[src/rtl/core/chained_hash_map_top_defines.svh]
// Assertion macros for the chained hash map core
`ifndef CHAINED_HASH_MAP_TOP_DEFINES_SVH
`define CHAINED_HASH_MAP_TOP_DEFINES_SVH

// Same-cycle implication, checked outside reset
`define CHM_ASSERT_NOW(lbl, ante, cons, msg) \
  lbl: assert property (@(posedge clk) disable iff (rst) (ante) |-> (cons)) else $error(msg);

// Next-cycle implication, checked outside reset
`define CHM_ASSERT_NEXT(lbl, ante, cons, msg) \
  lbl: assert property (@(posedge clk) disable iff (rst) (ante) |=> (cons)) else $error(msg);

`endif

[src/rtl/core/chm_pkg.sv]
// Shared widths and codes for the chained hash map core
package chm_pkg;

  localparam int BYTE_W     = 8;
  localparam int KEY_W      = 64;
  localparam int VALUE_W    = 32;
  localparam int CFG_W      = 9;
  localparam int COUNT_W    = 11;
  localparam int IN_DATA_W  = 96;
  localparam int OUT_DATA_W = 48;
  localparam int OUT_USER_W = 2;

  localparam logic OP_LOOKUP = 1'b0;
  localparam logic OP_PUT    = 1'b1;

endpackage

[src/rtl/core/chm_mod.sv]
// Iterative remainder unit: replicated hash byte modulo the bucket count
module chm_mod #(
  parameter int W = 9
) (
  input  logic                      clk,
  input  logic                      rst,
  input  logic                      start,
  input  logic [chm_pkg::BYTE_W-1:0] fold,
  input  logic [W-1:0]              modulus,
  output logic                      done,
  output logic [W-1:0]              rem
);
  import chm_pkg::*;

  logic [BYTE_W-1:0] fold_q;
  logic [2:0]        cnt;
  logic              busy;
  logic [W-1:0]      rem_next;

  // one byte of the replicated word per cycle, MSB first, one compare-subtract per bit
  always_comb begin
    logic [W:0] t;
    t = '0;
    rem_next = rem;
    for (int j = BYTE_W - 1; j >= 0; j--) begin
      t = {rem_next, fold_q[j]};
      if (t >= {1'b0, modulus}) t = t - {1'b0, modulus};
      rem_next = t[W-1:0];
    end
  end

  always_ff @(posedge clk) begin
    if (rst) begin
      busy <= 1'b0;
      done <= 1'b0;
      cnt  <= '0;
    end else begin
      done <= 1'b0;
      if (start) begin
        busy <= 1'b1;
        cnt  <= '0;
      end else if (busy) begin
        cnt <= cnt + 3'd1;
        if (cnt == 3'd7) begin
          busy <= 1'b0;
          done <= 1'b1;
        end
      end
    end
  end

  always_ff @(posedge clk) begin
    if (start) begin
      fold_q <= fold;
      rem    <= '0;
    end else if (busy) begin
      rem <= rem_next;
    end
  end

endmodule

[config.mk]
export PLATFORM = sky130hd
export DESIGN_NAME = chm_mod
export DESIGN_NICKNAME = d
export VERILOG_FILES = /design/src/rtl/core/chained_hash_map_top_defines.svh /design/src/rtl/core/chm_pkg.sv /design/src/rtl/core/chm_mod.sv
export SDC_FILE = /design/constraint.sdc
export NUM_CORES = 1
export LEC_CHECK = 0
export ABC_CLOCK_PERIOD_IN_PS = 54000
export BUFFER_PORTS_ARGS = -buffer_cell sky130_fd_sc_hd__buf_2
export CAP_MARGIN = 20
export CELL_PAD_IN_SITES_DETAIL_PLACEMENT = 2
export CELL_PAD_IN_SITES_GLOBAL_PLACEMENT = 2
export CORE_ASPECT_RATIO = 1.4
export CORE_MARGIN = 2
export CORE_UTILIZATION = 41
export CTS_CLUSTER_DIAMETER = 200
export DETAILED_ROUTE_END_ITERATION = 8
export PLACE_DENSITY = 0.93
export SYNTH_ARGS = -nofsm -noshare
export SYNTH_HDL_FRONTEND = slang
export SYNTH_SLANG_ARGS = --single-unit
[constraint.sdc]
create_clock -name clk -period 54 [get_ports clk]
set_clock_uncertainty 0.2 [all_clocks]
set_input_delay 8.1 -clock clk [delete_from_list [all_inputs] [get_ports clk]]
set_output_delay 8.1 -clock clk [all_outputs]
set_load 0.01 [all_outputs]
Yosys cells after proc, flatten, opt, wreduce, memory -nomap -nowiden
Cells that the tools add are included.

cells by class
  add/subtract/negate cells = 9
  magnitude comparators = 8
  equal/unequal tests = 1
  mux-type cells = 12
  bitwise logic cells = 1
  reductions and logical operators = 2

operators with widths
  operator             count
  $ge 10x9->1          8
  $mux 9               8
  $sub 9x9->9          8
  $mux 1               4
  $add 3x1->3 const B  1
  $eq 3x3->1 const B   1
  $reduce_or 3->1      1
  $reduce_or 2->1      1
  $not 1->1            1

storage, ports and cells
  register bits = 22
  input bits = 20
  output and inout bits = 10
  word-level logic and storage cells = 38

Longest topological paths before layout
Gate-level depths: netlist of the first run.

  word-level depth = 16
  gate-level depth with buffers = 85

Least setup slack after synthesis of the first run
Ideal clock, no wire load.

  path type = input port to flip-flop
  start = input modulus[1]
  end = register rem[3]
  library setup time = 0.137 ns
  data arrival time = 24.462 ns
  data required time = 53.663 ns
  path slack = 29.201 ns
  stages on the path = 78
  cells stage by stage = inv_1 > fa_1 > a211oi_2 > o21ai_1 > a31o_2 > mux2_2 > ha_1 > nand2b_1 > a21oi_1 > a41o_1 > a311o_1 > or2_1 > buf_4 > o21ai_0 > fa_1 > nor2b_1 > o21ai_0 > a21oi_1 > (+42 left out) > a21o_1 > a211oi_1 > mux2i_4 > a221o_1 > ha_1 > a21o_1 > a21oi_1 > o21bai_1 > a21oi_1 > o21bai_1 > a21oi_1 > o21ai_0 > a21oi_1 > o2111ai_1 > mux2i_1 > buf_4 > mux2i_1 > a211oi_1

on the way
  word-level cells in the longest chain between the ends = 16
  elaborated cells on any way between the ends = 24

RTL lines
  item                                        line           text
  start: declaration                          chm_mod.sv:9   input logic [W-1:0] modulus,
  $sub 9x9->9 or $ge 10x9->1 (tied branches)  chm_mod.sv:27  if (t >= {1'b0, modulus}) t = t - {1'b0, modulus};
  $mux 9                                      chm_mod.sv:27
  $sub 9x9->9 or $ge 10x9->1 (tied branches)  chm_mod.sv:27
  $mux 9                                      chm_mod.sv:27
  $sub 9x9->9 or $ge 10x9->1 (tied branches)  chm_mod.sv:27
  $mux 9                                      chm_mod.sv:27
  $sub 9x9->9 or $ge 10x9->1 (tied branches)  chm_mod.sv:27
  $mux 9                                      chm_mod.sv:27
  $sub 9x9->9 or $ge 10x9->1 (tied branches)  chm_mod.sv:27
  $mux 9                                      chm_mod.sv:27
  $sub 9x9->9 or $ge 10x9->1 (tied branches)  chm_mod.sv:27
  $mux 9                                      chm_mod.sv:27
  $ge 10x9->1 or $sub 9x9->9 (tied branches)  chm_mod.sv:27
  $mux 9                                      chm_mod.sv:27
  $sub 9x9->9 or $ge 10x9->1 (tied branches)  chm_mod.sv:27
  $mux 9 *                                    chm_mod.sv:27
  end signal: assignment                      chm_mod.sv:57  rem <= rem_next;
  end: declaration                            chm_mod.sv:11  output logic [W-1:0] rem

Mark *: on every way between the ends. The rest lies on a longest branch, timed or not.
A chain may end at the register's enable or synchronous reset.

Final worst setup path of the first run
  start = input modulus[1]
  end = register rem[1]

The elaborated chain is that of the path after synthesis.

==> run summary, run 1 <==
The flow ran to the end, and the final reports show no timing, DRC or antenna violations. Number of detailed-routing iterations run before antenna repair: 4. The tools report the initial antenna violation count as 0. Endpoint class of the critical path: a flop. During synthesis, Yosys emitted a total of 0 warnings. Fill cells in the final layout number 1323. Gates resized during post-CTS repair numbered 0.

The longest clock path from root to sink contains 2 buffers. The largest single stage delay on the critical path is 0.64 ns. The initial utilization of the core area, before any placement, comes to 41.8%. Input and output buffers added on the ports amount to 29. The final route contains 4994 vias. Slew of the pin with the lowest slew margin: 0.872 ns. The wire-length estimate of the detail-placed layout is 16400 um. Measured along the x axis, the die boundary spans 94.7 um. Fraction of the core area covered by cells at the end of the flow: 45.3%. Of the total synthesized cell area, the portion taken by XOR and XNOR cells is 8.53%. For this design, the slowest cell found on the critical path is sky130_fd_sc_hd__a221oi_4. The number of buffers added by the clock tree synthesis step was 3. The synthesized netlist devotes 23.0% of its cell area to adder and majority cells. Across every metal layer, demand over resource in global routing totals 32.9%.

At the end of routability-driven placement, the weighted congestion stood at 0.846. Worst-case hold slack: 0.353 ns. For the deepest level of the CTS H-tree, the log shows 1. In this run the vertical extent of the chip is 131 um. TritonCTS built the clock tree.

Average size of a mapped cell: 7.93 sq um. The number of sinks on the clock net was 22; the compound-gate portion of the synthesized area was 24.9%. Synthesis instantiated 65 different standard cells from the library. For this run, the register share of the synthesized area comes to 11.0%. Of all nets on the critical path, the largest fanout is 15. The share of post-route cells with drive strength above 1 was 10.3%. Max-slew violation count: 0.

The logs give 185 for the first-iteration detailed-routing DRC count and 0 for the post-detailed-route DRC marker count. Data on the critical path is required at its endpoint by 53.96 ns. The number of enable-type register cells in the synthesized netlist was 8. The final layout contains 722 nets. The number of hold buffers added after cts is 0, and the via count of the first global-routing pass is 5591. Entering global routing, the biggest net connects 27 pins. The critical path in this run is classified as in -> reg. The worst setup path is launched from an input pin. For this run the aggregate overflow at the end of global routing stands at 0.

Total of max-cap violations: 0. The combined area of the multi-input logic cells is 3980 sq um, and the number of flip-flops and latches in the synthesized netlist is 22. Static timing analysis puts the maximum clock frequency at 33.0 MHz. The worst min-delay path class is reg -> reg. Setup repair after global routing left no endpoint under its margin.

During I/O placement, the number of pins put on the boundary was 30. Clock latency on the worst-skew pair, taken at its later pin, is 0.27 ns. The number of standard-cell rows in the floorplan is 46. Setup violations remaining at the end of the flow were counted as 0. The area growth from synthesis to layout is 8.22%. Number of hold-slack violations in the final timing report: 0. The run gives 520 sq um as the area used by sequential logic in the layout. Multiplexer cells account for 8.40% of the synthesized area. After synthesis the cells add up to 4720 sq um. In the routed layout, each cell is associated on average with a via count of 6.55. The post-route clock period utilization was 56.1%. The critical path arrival is 30.23 ns, and the clock transition at the register clock pins on the worst setup and hold paths after CTS is 0.07 ns. The tools report the net count after synthesis as 697. Counting flops with an async set or reset pin after synthesis yields a share of 0%. The routed wire length per instance came out at 26.5 um. The total inserted antenna cells was 0.

The die covers 12400 sq um. The first global-routing pass estimated 30700 um of wire. Headroom to the max-slew limit came out at 41.8%.

After detailed routing, the total wire length is 20300 um. The core region is 11300 sq um. The smallest clock period supported by the final layout is computed as 30.27 ns. Buffers added to address setup during post-CTS repair amount to 0. The share of synthesized cell area in and, or, nand and nor gates is 19.4%.

The tree is rooted in a sky130_fd_sc_hd__clkbuf_16. The dominant synthesized flop cell is sky130_fd_sc_hd__dfxtp_1. The number of standard cells after synthesis is 595.

By instance count, the cell type seen most on the critical path is sky130_fd_sc_hd__a21oi_1. The dominant combinational cell family by area after synthesis is compound AO/OA/AOI/OAI gates. The sum of negative setup slack was 0 ns. The remaining antenna violation count after routing is 0.
worst max-delay path, delay by kind of cell:
kind / cells / cell delay, ns
buffers and inverters: 3 / 0.91
AOI/OAI and AO/OA: 42 / 12.62
and+or+nand+nor: 15 / 2.09
muxes: 8 / 3.21
adders and majority gates: 8 / 3.28
final cells by class:
type	count	share of cell area (%)
clock buffer	3	1.47
clock inverter	1	0.588
inverter	46	3.38
multi-input combinational	517	77.9
sequential	22	10.2
tap	144	3.53
timing repair buffer	30	2.99
cells in the mapped netlist, types with 4 or more instances:
master	count	area share [%]
sky130_fd_sc_hd__a211oi_1	12	1.9
sky130_fd_sc_hd__a21boi_0	4	0.64
sky130_fd_sc_hd__a21o_1	30	4.8
sky130_fd_sc_hd__a21oi_1	40	4.2
sky130_fd_sc_hd__a221o_1	9	1.9
sky130_fd_sc_hd__a31oi_1	5	0.66
sky130_fd_sc_hd__and3_1	5	0.66
sky130_fd_sc_hd__clkbuf_1	4	0.32
sky130_fd_sc_hd__dfxtp_1	14	5.9
sky130_fd_sc_hd__edfxtp_1	8	5.1
sky130_fd_sc_hd__fa_1	8	3.4
sky130_fd_sc_hd__ha_1	74	20
sky130_fd_sc_hd__inv_1	46	3.7
sky130_fd_sc_hd__mux2_2	15	3.6
sky130_fd_sc_hd__mux2i_1	19	4.0
sky130_fd_sc_hd__nand2_1	56	4.5
sky130_fd_sc_hd__nand2b_1	10	1.3
sky130_fd_sc_hd__nand3_1	8	0.85
sky130_fd_sc_hd__nand4_1	11	1.5
sky130_fd_sc_hd__nor2_1	35	2.8
sky130_fd_sc_hd__nor2b_1	14	1.9
sky130_fd_sc_hd__nor3_1	15	1.6
sky130_fd_sc_hd__nor3b_1	4	0.64
sky130_fd_sc_hd__o21ai_0	32	3.4
sky130_fd_sc_hd__o21ai_1	4	0.42
sky130_fd_sc_hd__o21bai_1	5	0.80
sky130_fd_sc_hd__o31ai_1	6	0.95
sky130_fd_sc_hd__xnor2_1	27	5.0
sky130_fd_sc_hd__xor2_1	19	3.5
final timing paths:
| path | startpoint | to | slack [ns] | cells past startpoint |
|---|---|---|---|---|
| worst min register to register | rem[8]$_SDFFE_PP0P_ | rem[8]$_SDFFE_PP0P_ | 0.35 | 2 |
| worst max register to register | fold_q[7]$_DFFE_PP_ | rem[1]$_SDFFE_PP0P_ | 31.64 | 77 |
| worst max-delay path | modulus[1] | rem[1]$_SDFFE_PP0P_ | 23.73 | 76 |
| worst min-delay path | rem[8]$_SDFFE_PP0P_ | rem[8]$_SDFFE_PP0P_ | 0.35 | 2 |
stage by stage:
step | worst slack, ns | instance area [sq um] | instances
floorplan | 29.20 | 4720 | 595
global placement | 25.80 | 5000 | 758
detailed placement | 24.12 | 5000 | 759
CTS | 24.06 | 5110 | 763
global route | 22.54 | 5110 | 763
finish | 23.73 | 5110 | 763
cell families (layout without fill, tap and decap cells):
group                      after synthesis  in the layout
xor gates and xnor gates                46             46
buffers and inverters                   56             80
adders and majority gates               82             82
AOI/OAI and AO/OA                      172            172
muxes                                   36             36
and+or+nand+nor                        181            181
DFF                                     22             22
metal layers:
layer  vias up  global-route usage (%)  wire length (um)
met2       184                    62.5             10800
met3        97                    3.84               679
met5         -                       0                 0
met4         0                    23.5              1560
met1      2467                    32.4              7190
li1       2246                       -                 -
registers in the layout (all words and copies together), names as in the netlist:
| name | cells |
|---|---|
| done | 1 |
| busy | 1 |
| fold_q | 8 |
| cnt | 3 |
| rem | 9 |
placed cells by master (no fill, tap or decap), types with 3 or more instances in the layout:
cell	n
sky130_fd_sc_hd__a211oi_1	12
sky130_fd_sc_hd__a21boi_0	4
sky130_fd_sc_hd__a21o_1	30
sky130_fd_sc_hd__a21oi_1	40
sky130_fd_sc_hd__a221o_1	9
sky130_fd_sc_hd__a31oi_1	5
sky130_fd_sc_hd__and2_1	3
sky130_fd_sc_hd__and3_1	5
sky130_fd_sc_hd__buf_2	29
sky130_fd_sc_hd__clkbuf_16	3
sky130_fd_sc_hd__dfxtp_1	14
sky130_fd_sc_hd__edfxtp_1	8
sky130_fd_sc_hd__fa_1	8
sky130_fd_sc_hd__ha_1	74
sky130_fd_sc_hd__inv_1	46
sky130_fd_sc_hd__mux2_2	15
sky130_fd_sc_hd__mux2i_1	19
sky130_fd_sc_hd__nand2_1	56
sky130_fd_sc_hd__nand2b_1	10
sky130_fd_sc_hd__nand3_1	8
sky130_fd_sc_hd__nand3b_1	3
sky130_fd_sc_hd__nand4_1	11
sky130_fd_sc_hd__nor2_1	35
sky130_fd_sc_hd__nor2b_1	14
sky130_fd_sc_hd__nor3_1	15
sky130_fd_sc_hd__nor3b_1	4
sky130_fd_sc_hd__o211ai_1	3
sky130_fd_sc_hd__o21a_1	3
sky130_fd_sc_hd__o21ai_0	32
sky130_fd_sc_hd__o21ai_1	4
sky130_fd_sc_hd__o21bai_1	5
sky130_fd_sc_hd__o31ai_1	6
sky130_fd_sc_hd__or2_2	3
sky130_fd_sc_hd__xnor2_1	27
sky130_fd_sc_hd__xor2_1	19
Power of run 1 is left out: the tool's default activity adds up to more than one toggle a clock period on the data nets, which glitch-free logic cannot reach.
==> run 2: changes to the inputs <==
--- a/config.mk
+++ b/config.mk
@@ -5,17 +5,17 @@
 export SDC_FILE = /design/constraint.sdc
 export NUM_CORES = 1
 export LEC_CHECK = 0
-export ABC_CLOCK_PERIOD_IN_PS = 54000
+export ABC_CLOCK_PERIOD_IN_PS = 25000
 export BUFFER_PORTS_ARGS = -buffer_cell sky130_fd_sc_hd__buf_2
 export CAP_MARGIN = 20
 export CELL_PAD_IN_SITES_DETAIL_PLACEMENT = 2
 export CELL_PAD_IN_SITES_GLOBAL_PLACEMENT = 2
 export CORE_ASPECT_RATIO = 1.4
 export CORE_MARGIN = 2
-export CORE_UTILIZATION = 41
+export CORE_UTILIZATION = 34
 export CTS_CLUSTER_DIAMETER = 200
 export DETAILED_ROUTE_END_ITERATION = 8
-export PLACE_DENSITY = 0.93
+export PLACE_DENSITY = 0.83
 export SYNTH_ARGS = -nofsm -noshare
 export SYNTH_HDL_FRONTEND = slang
 export SYNTH_SLANG_ARGS = --single-unit
==> constraint.sdc (replaced) <==
create_clock -name clk -period 25 [get_ports clk]
set_clock_uncertainty 0.2 [all_clocks]
set_input_delay 3.75 -clock clk [delete_from_list [all_inputs] [get_ports clk]]
set_output_delay 3.75 -clock clk [all_outputs]
set_load 0.01 [all_outputs]
==> run summary, run 2 (same netlist as run 1, synthesis figures left out) <==
The flow ran to the end, and the final reports show no timing, DRC or antenna violations. The number of detailed-routing iterations run before antenna repair came out at 4. The worst register-to-register path ends at rem[8]$_SDFFE_PP0P_. Setup repair after global routing left no endpoint under its margin. Largest register by flop count: rem.

The longest individual stage delay on the worst path is 0.51 ns, and the worst-case headroom to the max-slew limit is 46.3%. For this run, design rule violations remaining after detail routing come to 0. Number of hold-slack violations in the final timing report: 0. Once detail routing completed, the nets flagged for antenna violations numbered 0.

Detailed placement finished with a half-perimeter wire length of 14100 um. The library cells used most frequently in the layout, excluding fill and tap cells, are 74 x sky130_fd_sc_hd__ha_1, 56 x sky130_fd_sc_hd__nand2_1, 46 x sky130_fd_sc_hd__inv_1, 40 x sky130_fd_sc_hd__a21oi_1, 35 x sky130_fd_sc_hd__nor2_1. The register with the most flip-flops in the layout has 9 of them.

Global routing used 23.4% of the available tracks across all layers. The slowest stage of the critical path is the sky130_fd_sc_hd__mux2i_1 cell. In the final layout, the registers with the most flip-flops are rem: 9 flops, fold_q: 8 flops, cnt: 3 flops. For the final routed database, the setup TNS stands at 0 ns. Most common cell after layout, fill and taps aside: sky130_fd_sc_hd__ha_1. Among the stages of the critical path, the cell type that occurs most often is sky130_fd_sc_hd__a21oi_1. Clock-pin slew was measured on the worst setup and hold paths at 0.06 ns. The path class of the tightest hold or removal check is reg -> reg. Startpoint of the most critical setup path: modulus[0]. The run gives 35.1% as the starting density of the core.

The hold path startpoint is rem[8]$_SDFFE_PP0P_. Entering global routing, the biggest net connects 27 pins. The cell sitting at the root of the clock tree is a sky130_fd_sc_hd__clkbuf_16.

Buffers inserted to repair hold after CTS numbered 0. Of all nets on the critical path, the largest fanout is 13. The final net count is 728, and the height of the die is 143 um. Endpoint class of the critical path: a flop. Timing would allow up to 43.0 MHz. Worst setup path category: in -> reg. In the final routed layout, each cell accounts on average for 21.7 um.

The logs give 30 for the top-level I/O count and 3 for the number of buffers added by the clock tree synthesis step. Cells with a size suffix above 1 make up 11.4% of the layout. After detailed routing, the number of vias per cell comes to 5.76.

The slew of the pin with the lowest slew margin was 0.805 ns. Deepest level of the CTS H-tree: 1. The tools report the startpoint class of the critical path as an input pin. The startpoint identified for the worst register-to-register timing path is fold_q[7]$_DFFE_PP_.

The tools report the global-route wire length before repair as 27600 um. The worst register-to-register path has a setup slack of 5.07 ns. TritonCTS built the clock tree. The worst reg-to-reg path cell count is 80, and the number of failing setup endpoints in the final timing report is 0. No sink is reached through more buffers than the 2 on the longest clock path.

The run gives 0 as the initial antenna violation count. STA puts the critical path data arrival time at 23.15 ns. The layout overhead on the synthesized area is 10.6%, and the post-layout minimum cycle time is 23.24 ns.

Summing over every cut layer, the via total after detailed routing is 4651. The endpoint of the worst hold path was rem[8]$_SDFFE_PP0P_. X dimension of the die: 104 um. The worst hold path passes through 2 cells. The die covers 14900 sq um. The via count of the first global-routing pass was 5061; the post-route clock period utilization was 93.0%. The total inserted antenna cells is 0.

Clock tree synthesis found a total of 22 sinks. The logs give 0 for the max-slew violation count and 24.91 ns for the endpoint required time on the critical path. The total area inside the core boundary comes to 13500 sq um. For the total of max-cap violations, the log shows 0. At the end of routability-driven placement, the weighted congestion stood at 0.906.

The detailed router finished its first iteration with 179 violations. The clock reaches the later pin of the worst-skew pair after 0.26 ns. The count of input and output buffers is 29. For this run the aggregate overflow at the end of global routing stands at 0. For the number of standard-cell rows in the floorplan, the log shows 50. The final layout contains routed wiring with a total length of 17500 um.
[run 2: how the worst max path moves through the flow]
stage          slack [ns]                  end
2_1_floorplan        4.55  rem[3]$_SDFFE_PP0P_
5_1_grt              0.08  rem[8]$_SDFFE_PP0P_
6_report             1.76  rem[8]$_SDFFE_PP0P_
3_5_place_dp         1.14  rem[1]$_SDFFE_PP0P_
4_1_cts              1.28  rem[1]$_SDFFE_PP0P_
3_3_place_gp         2.24  rem[1]$_SDFFE_PP0P_
[run 2: repair_timing]
| action | CTS | global route |
|---|---|---|
| buffers inserted | 0 | 5 |
| endpoints found under the setup margin | 0 | 9 |
| resized for setup | 0 | 2 |
[run 2: cell type report]
cell class	instances	area, sq um
Sequential cell	22	520
Timing Repair Buffer	36	210
Tap cell	182	228
Inverter	46	173
Clock buffer	4	100
Fill cell	1577	8230
Multi-Input combinational cell	517	3990
[run 2: critical path: cells and delay by family]
family / cells / cell delay [ns]
multiplexers: 9 / 2.77
adder cells (fa/ha/maj): 9 / 3.64
buffers and inverters: 6 / 0.93
AND/OR/NAND/NOR: 14 / 2.11
AO/OA/AOI/OAI: 42 / 9.93
[run 2: routing by layer]
metal	up-vias	track usage (%)	wire length, um
li1	2256	-	-
met1	2287	25.9	6990
met2	75	47.2	9490
met3	33	1.04	378
met4	0	8.11	616
met5	-	0	0
[run 2: through the flow]
stage	setup slack [ns]	util [%]	cell area, sq um	std cells	hold slack, ns
CTS	1.28	38.4	5160	802	0.331
floorplan	4.55	-	4720	595	0.299
finish	1.76	38.8	5220	807	0.331
global route	0.0821	38.8	5220	807	0.373
detailed placement	1.14	37.6	5060	798	0.322
global placement	2.24	37.6	5060	798	0.312
Power of run 2 is left out for the same reason.
==> run 3: changes to the inputs <==
--- a/config.mk
+++ b/config.mk
@@ -5,17 +5,17 @@
 export SDC_FILE = /design/constraint.sdc
 export NUM_CORES = 1
 export LEC_CHECK = 0
-export ABC_CLOCK_PERIOD_IN_PS = 25000
+export ABC_CLOCK_PERIOD_IN_PS = 28900
 export BUFFER_PORTS_ARGS = -buffer_cell sky130_fd_sc_hd__buf_2
 export CAP_MARGIN = 20
 export CELL_PAD_IN_SITES_DETAIL_PLACEMENT = 2
 export CELL_PAD_IN_SITES_GLOBAL_PLACEMENT = 2
 export CORE_ASPECT_RATIO = 1.4
 export CORE_MARGIN = 2
-export CORE_UTILIZATION = 34
+export CORE_UTILIZATION = 41
 export CTS_CLUSTER_DIAMETER = 200
 export DETAILED_ROUTE_END_ITERATION = 8
-export PLACE_DENSITY = 0.83
+export PLACE_DENSITY = 0.93
 export SYNTH_ARGS = -nofsm -noshare
 export SYNTH_HDL_FRONTEND = slang
 export SYNTH_SLANG_ARGS = --single-unit
==> constraint.sdc (replaced) <==
create_clock -name clk -period 28.9 [get_ports clk]
set_clock_uncertainty 0.2 [all_clocks]
set_input_delay 4.335 -clock clk [delete_from_list [all_inputs] [get_ports clk]]
set_output_delay 4.335 -clock clk [all_outputs]
set_load 0.01 [all_outputs]
==> run summary, run 3 (same netlist as run 1, synthesis figures left out) <==
The die is 94.7 um wide. The worst register-to-register path begins at fold_q[7]$_DFFE_PP_. STA classifies the critical path startpoint as an input pin. More flip-flops sit in one register than any other, and that register is rem. During placement, the flow inserted port buffers numbering 29. The worst setup path category was in -> reg. The logs give 0 for the post-CTS setup-driven buffer insertion count and 0 ns for the sum of negative setup slack.

The root buffer cell chosen for the clock tree is sky130_fd_sc_hd__clkbuf_16. The layout overhead on the synthesized area works out to 8.22%. The startpoint of the most critical setup path was modulus[1]. The critical-path cell with the highest stage delay was sky130_fd_sc_hd__a211oi_2. The global router's overall resource usage is 30.6%, and the routed via count divided by cell count is 6.34.

The initialized floorplan defines 46 standard-cell rows. STA puts the critical path data arrival time at 25.95 ns. For this run, the top clock speed supported by timing is 38.4 MHz. At the end of routability-driven placement, the weighted congestion stood at 0.900. The worst path uses 90.1% of the clock period. The post-route cell area came out at 5110 sq um. Entering global routing, the biggest net connects 27 pins. The slew of the pin with the lowest slew margin is 0.819 ns. Once the clock tree was built, the resizer swapped 0 gates to a different size.

Setup violations remaining at the end of the flow were counted as 0. The flip-flop count of the largest register, all copies and words added works out to 9. Measured against its own limit, the worst slew margin works out to 45.3%. Worst min-delay path class: reg -> reg. The first TritonRoute pass finished after 4 iterations.

Leaving out fill and tap cells, the most frequent cell in the layout is sky130_fd_sc_hd__ha_1. After detailed routing, the total wire length is 18700 um. Max-cap violations in this run came to 0.

For this design, the sink count on the clock tree is 22. The core region is 11300 sq um. The largest fanout on the critical path is 14, and the routed wire length per instance is 24.5 um.

The tools report the via count of the first global-routing pass as 5427. The clock transition at the register clock pins on the worst setup and hold paths after CTS works out to 0.07 ns. The flow ran to the end, and the final reports show no timing, DRC or antenna violations.

The wire-length estimate of the detail-placed layout is 14800 um. In this run the count of I/O pins placed on the die edge is 30. The number of hold-slack violations in the final timing report is 0, and the initial antenna violation count is 0. The hold path startpoint is cnt[1]$_SDFFE_PP0P_.

The endpoint required time on the critical path was 28.80 ns; the starting density of the core was 41.8%. The count of buffering cells on the critical path with inverters included was 3; the post-detailed-route DRC marker count was 0. The first global-routing pass estimated 29000 um of wire. The overall via count from detail_route was 4841. The final net count was 722; the number of buffers added by the clock tree synthesis step was 3. After global routing the overflow that remains totals 0. In this run the cell area measured after placement is 5000 sq um. In this run the remaining antenna-violating nets after routing total 0. In this run the vertical extent of the chip is 131 um. The tools report the clock latency on the worst-skew pair as 0.26 ns. The longest individual stage delay on the worst path came out at 0.67 ns. Grouping stages by cell kind, the critical path spends the most delay in compound AO/OA/AOI/OAI gates. The endpoint class of the critical path is a flop. The number of hold buffers added after CTS was 0. After layout, the minimum clock period comes to 26.05 ns.

No sink is reached through more buffers than the 2 on the longest clock path. In the final layout, the share of cells above drive strength 1 is 10.3%. For the deepest level of the CTS H-tree, the log shows 1.

TritonCTS built the clock tree. Setup repair after global routing left no endpoint under its margin. The die covers 12400 sq um.

The largest registers in the layout are rem: 9 flops, fold_q: 8 flops, cnt: 3 flops. For the max-slew violation count, the log shows 0. The library cells used most frequently in the layout, excluding fill and tap cells, are 74 x sky130_fd_sc_hd__ha_1, 56 x sky130_fd_sc_hd__nand2_1, 46 x sky130_fd_sc_hd__inv_1, 40 x sky130_fd_sc_hd__a21oi_1, 35 x sky130_fd_sc_hd__nor2_1. The total inserted antenna cells was 0. The first routing iteration left 166 violations.

The library cell appearing most often on the critical path was sky130_fd_sc_hd__o21ai_0.
==> run 3: worst register-to-register path, delay by kind of cell, from the launching register on <==
family / cells / cell delay [ns]
AO/OA/AOI/OAI: 42 / 12.23
adder cells (fa/ha/maj): 9 / 3.48
multiplexers: 9 / 2.99
AND/OR/NAND/NOR: 13 / 2.10
flip-flops: 1 / 0.45
buffers and inverters: 3 / 0.44
==> run 3: area by class of cell <==
class / instances / area, sq um
Fill cell: 1287 / 6170
Multi-Input combinational cell: 517 / 3980
Sequential cell: 22 / 520
Tap cell: 144 / 180
Inverter: 46 / 173
Timing Repair Buffer: 30 / 153
Clock buffer: 3 / 75.1
Clock inverter: 1 / 30.0
==> run 3: per-layer routing <==
layer  GRT usage [%]  part of all wire, %  vias to the layer above
li1                -                    -                     2243
met1            31.9                   38                     2418
met2            59.8                   54                      120
met3            1.83                  2.6                       60
met4            16.9                  5.9                        0
met5               0                    0                        -
==> run 3: stage by stage <==
step	worst slack [ns]	hold WS, ns	cells	util (%)
detailed placement	3.25	0.338	759	44.4
floorplan	7.87	0.299	595	-
finish	2.85	0.355	763	45.3
global route	1.34	0.391	763	45.3
CTS	3.07	0.364	763	45.3
global placement	4.08	0.311	758	44.3
==> run 3: final timing paths <==
| check | slack, ns | depth (start not counted) | end |
|---|---|---|---|
| setup / recovery | 2.85 | 75 | rem[5]$_SDFFE_PP0P_ |
| hold / removal | 0.36 | 2 | cnt[1]$_SDFFE_PP0P_ |
| setup reg to reg | 6.88 | 76 | rem[5]$_SDFFE_PP0P_ |
| hold reg to reg | 0.36 | 2 | cnt[1]$_SDFFE_PP0P_ |
Power of run 3 is left out for the same reason.
